$ cat src/lbs_ram.sv
`timescale 1ns / 1ps

module lbs_ram #(
    parameter int DEPTH = 64,
    parameter int WIDTH = 32,
    parameter int AW    = 6
) (
    input  logic             i_clk,
    input  logic             i_we,
    input  logic [AW-1:0]    i_waddr,
    input  logic [WIDTH-1:0] i_wdata,
    input  logic             i_re,
    input  logic [AW-1:0]    i_raddr,
    output logic [WIDTH-1:0] o_rdata
);

    logic [WIDTH-1:0] r_mem [DEPTH];
    logic [WIDTH-1:0] r_rdata;

    // write port
    always_ff @(posedge i_clk) begin
        if (i_we) begin
            r_mem[i_waddr] <= i_wdata;
        end
    end

    // registered read, held while the stage stalls
    always_ff @(posedge i_clk) begin
        if (i_re) begin
            r_rdata <= r_mem[i_raddr];
        end
    end

    assign o_rdata = r_rdata;

endmodule

$ cat config.mk
export PLATFORM = sky130hd
export DESIGN_NAME = lbs_ram
export DESIGN_NICKNAME = d
export VERILOG_FILES = /design/src/lbs_ram.sv
export SDC_FILE = /design/constraint.sdc
export NUM_CORES = 2
export LEC_CHECK = 0
export BUFFER_PORTS_ARGS = -buffer_cell sky130_fd_sc_hd__clkbuf_2
export CORE_ASPECT_RATIO = 1.4
export CORE_UTILIZATION = 55
export DETAILED_ROUTE_END_ITERATION = 7
export PLACE_DENSITY_LB_ADDON = 0.25
export SYNTH_ARGS = -nofsm -noshare
export SYNTH_HDL_FRONTEND = slang
export SYNTH_SLANG_ARGS = --single-unit
$ cat constraint.sdc
create_clock -name i_clk -period 5 [get_ports i_clk]
set_input_delay 0.75 -clock i_clk [delete_from_list [all_inputs] [get_ports i_clk]]
set_output_delay 0.75 -clock i_clk [all_outputs]
set_load 0.02 [all_outputs]
==> impl_metrics.tcl <==
set metrics [dict create \
    synth_cell_types 33 \
    hold_buffers 0 \
    cap_violations 0 \
    grt_pass1_wl_mm 286 \
    grt_max_degree 86 \
    post-route-period-util 0.695 \
    firstDrtPassIters 7 \
    leakage_nw 27.7 \
    reg2reg_from "r_mem[39][4]$_DFFE_PP_" \
    syn_nets 3371 \
    utilization 0.623 \
    cts-root-buf "clkbuf_16" \
    placed_area_um2 82900 \
    ys_ff_latch 2080 \
    die_y_um 450 \
    num-fill-cells 9443 \
    fin_area_um2 88800 \
    slowest_delay_ps 580 \
    pre_cts_ws_ps 797 \
    arrival_ps 3980 \
    grt_overflow_total 0 \
    avgViaCountPerCell 6.67 \
    setup_viol 0 \
    routed_wl_mm 204 \
    finalCriticalPeriod_ps 3470 \
    holdPathEnd "r_mem[25][7]$_DFFE_PP_" \
    cts_sinks 2080 \
    layout_setup_ws_ps 1530 \
    rsz0062_at_grt "no" \
    wl_per_cell_um 36.1 \
    final_cells 5656 \
    relSlewSlack 0.0692 \
    hold_depth 2 \
    clkLatencyLatePin_ps 820 \
    drt_iter0_markers 5371 \
    areaGrowthSynthToFinish_pct 12.6 \
    r2r_cells 5 \
    ant_nets 0 \
    post_cts_buffers 0 \
    io_buffers 78 \
    fmax_mhz 288 \
    cp.required_ps 5500 \
    rows 164 \
    die_w_um 322 \
    drive_gt1_frac 0.305 \
    holdCritStartpoint "i_wdata[7]" \
    core_um2 142000 \
    dpl.hpwl_mm 116 \
    grt_pass1_vias 38400 \
    crit_path_start_kind "primary input" \
    syn_inst 3324 \
    cts_buffer_depth 3 \
    drc_errors 0 \
    route.vias.total 37800 \
    crit_fanout 85 \
    rrSetupSlack_ps 2430 \
    fin_skew_ps 25.9 \
    cts_resized 0 \
    finalNetCount 3640 \
    critPathCaptureType "flop" \
    cp_common_cell "mux4_2" \
    slew_violations 0 \
    hold_path.class "primary input to flop" \
    total_power_mw 35.3 \
    gp_congestion 0.842 \
    grt_usage 0.288 \
    syn_area_um2 78800 \
    cts_tree "yes" \
    yosysWarnings 0 \
    die-area_um2 145000 \
    clkTransAtPathRegs_ps 70 \
    hold_slack_ps 573 \
    finalHoldViolations 0 \
    postSynthAreaPerCell_um2 23.7 \
    worst_pin_slew_ps 1400 \
    reg2reg_to "o_rdata[4]$_DFFE_PP_" \
    yosysSeqAreaShare 0.792 \
    power_per_cell_area_nw_per_um2 398 \
    slowest_stage "mux4_2" \
    worstSetupPathType "primary input to flop" \
    fin_tns_setup_ps 0 \
    ir_drop_mv 0.286 \
    antenna_found_initial 11 \
    h-tree-depth 4 \
    initial_core_util 0.554 \
    numCtsBuffers 179 \
    outcome "finished clean" \
    worstPathCellList "buf_8 > buf_12 > buf_4 > mux4_2 > mux4_2 > o22ai_1 > nor2_1" \
    ios 79 \
    placed_cells 5321 \
]
-- cell type report --
cell class / count / area (um2) / area share
clock inverters: 117 / 1190 / 0.0134
repair buffers: 270 / 2050 / 0.0231
multi-input cells: 1062 / 16000 / 0.180
well taps: 1909 / 2390 / 0.0269
clock buffers: 214 / 4720 / 0.0531
flip-flops and latches: 2080 / 62500 / 0.704
diodes: 4 / 10.0 / 0.000113
-- flip-flops by register name, summed over array words and instances (netlist names) --
name and flops:
r_mem 2048, o_rdata 32
-- critical path: cells and delay by family --
family / cells / cell delay (ps)
buffers and inverters: 3 / 1270
multiplexers: 2 / 910
AO/OA/AOI/OAI: 1 / 460
AND/OR/NAND/NOR: 1 / 250
-- cells in the final DEF, fill, tap and decap left out, drive strengths merged, types with 3 or more instances in the layout --
cell type	n
o22ai	84
a21oi	62
a41o	4
buf	196
or3b	5
clkinvlp	8
nor3	7
nor2b	15
nand2	26
o221ai	27
nand3	5
nor2	137
o32ai	4
diode	4
or2	3
nand3b	5
mux2i	93
and3	4
mux4	544
bufinv	22
a311oi	8
clkinv	80
a22oi	12
clkbuf	288
nand2b	8
edfxtp	2080
inv	7
or3	3
-- worst max-delay path by stage --
stage                from                     end  slack (ps)  cells after the start
6_report       i_raddr[1]   o_rdata[28]$_DFFE_PP_        1530                      7
5_1_grt        i_raddr[1]   o_rdata[28]$_DFFE_PP_        1540                      7
4_1_cts        i_raddr[1]   o_rdata[28]$_DFFE_PP_        1640                      7
3_5_place_dp   i_raddr[1]   o_rdata[28]$_DFFE_PP_         800                      7
3_3_place_gp   i_raddr[0]   o_rdata[20]$_DFFE_PP_         670                      8
2_1_floorplan  i_waddr[3]  r_mem[48][0]$_DFFE_PP_        1090                      4
-- synth_stat cells --
cell,n,share of area
a311oi_1,8,0.00089
nor2b_1,15,0.0012
nor2_1,137,0.0065
a31oi_1,1,0.000079
nand3_1,5,0.00032
buf_2,57,0.0036
nor3_1,7,0.00044
or3_1,3,0.00024
buf_6,5,0.00071
or3b_1,2,0.00022
buf_4,25,0.0024
or2_1,1,0.000079
mux2i_1,93,0.012
a22oi_1,12,0.0011
a21oi_1,62,0.0039
nand4_1,2,0.00016
or2_0,1,0.000079
buf_1,21,0.0010
o221ai_1,27,0.0030
nand2b_1,8,0.00063
o22ai_1,84,0.0067
o32ai_1,4,0.00044
edfxtp_1,2080,0.79
and2_1,2,0.00016
clkbuf_1,74,0.0035
and3_1,4,0.00032
nand3b_1,5,0.00048
a41o_1,4,0.00051
or3b_2,3,0.00033
nand4b_1,1,0.00011
nand2_1,26,0.0012
mux4_2,544,0.16
or2_2,1,0.000079
-- routing by layer --
| layer | GRT usage | part of all wire | wire, um |
|---|---|---|---|
| met1 | 0.375 | 0.35 | 71700 |
| met2 | 0.478 | 0.51 | 104000 |
| met3 | 0.0472 | 0.088 | 18100 |
| met4 | 0.136 | 0.052 | 10600 |
| met5 | 0 | 0.00011 | 23 |
-- logic make-up (layout without fill, tap and decap cells) --
logic type,Yosys count,after routing,synth area share
muxes,637,637,0.167
AOI/OAI and AO/OA,202,202,0.0167
buffers and inverters,182,601,0.0112
and+or+nand+nor,223,223,0.0126
DFF,2080,2080,0.792
other,0,4,0
-- power breakdown --
part | total (mW) | switching (mW) | internal (mW) | leakage (nW)
registers | 19.4 | 0.0716 | 19.3 | 18.7
clock network | 14.0 | 6.15 | 7.88 | 2.87
logic | 1.89 | 1.23 | 0.667 | 6.04
total | 35.3 | 7.45 | 27.9 | 27.7
Power figures use the tool's default switching activity.
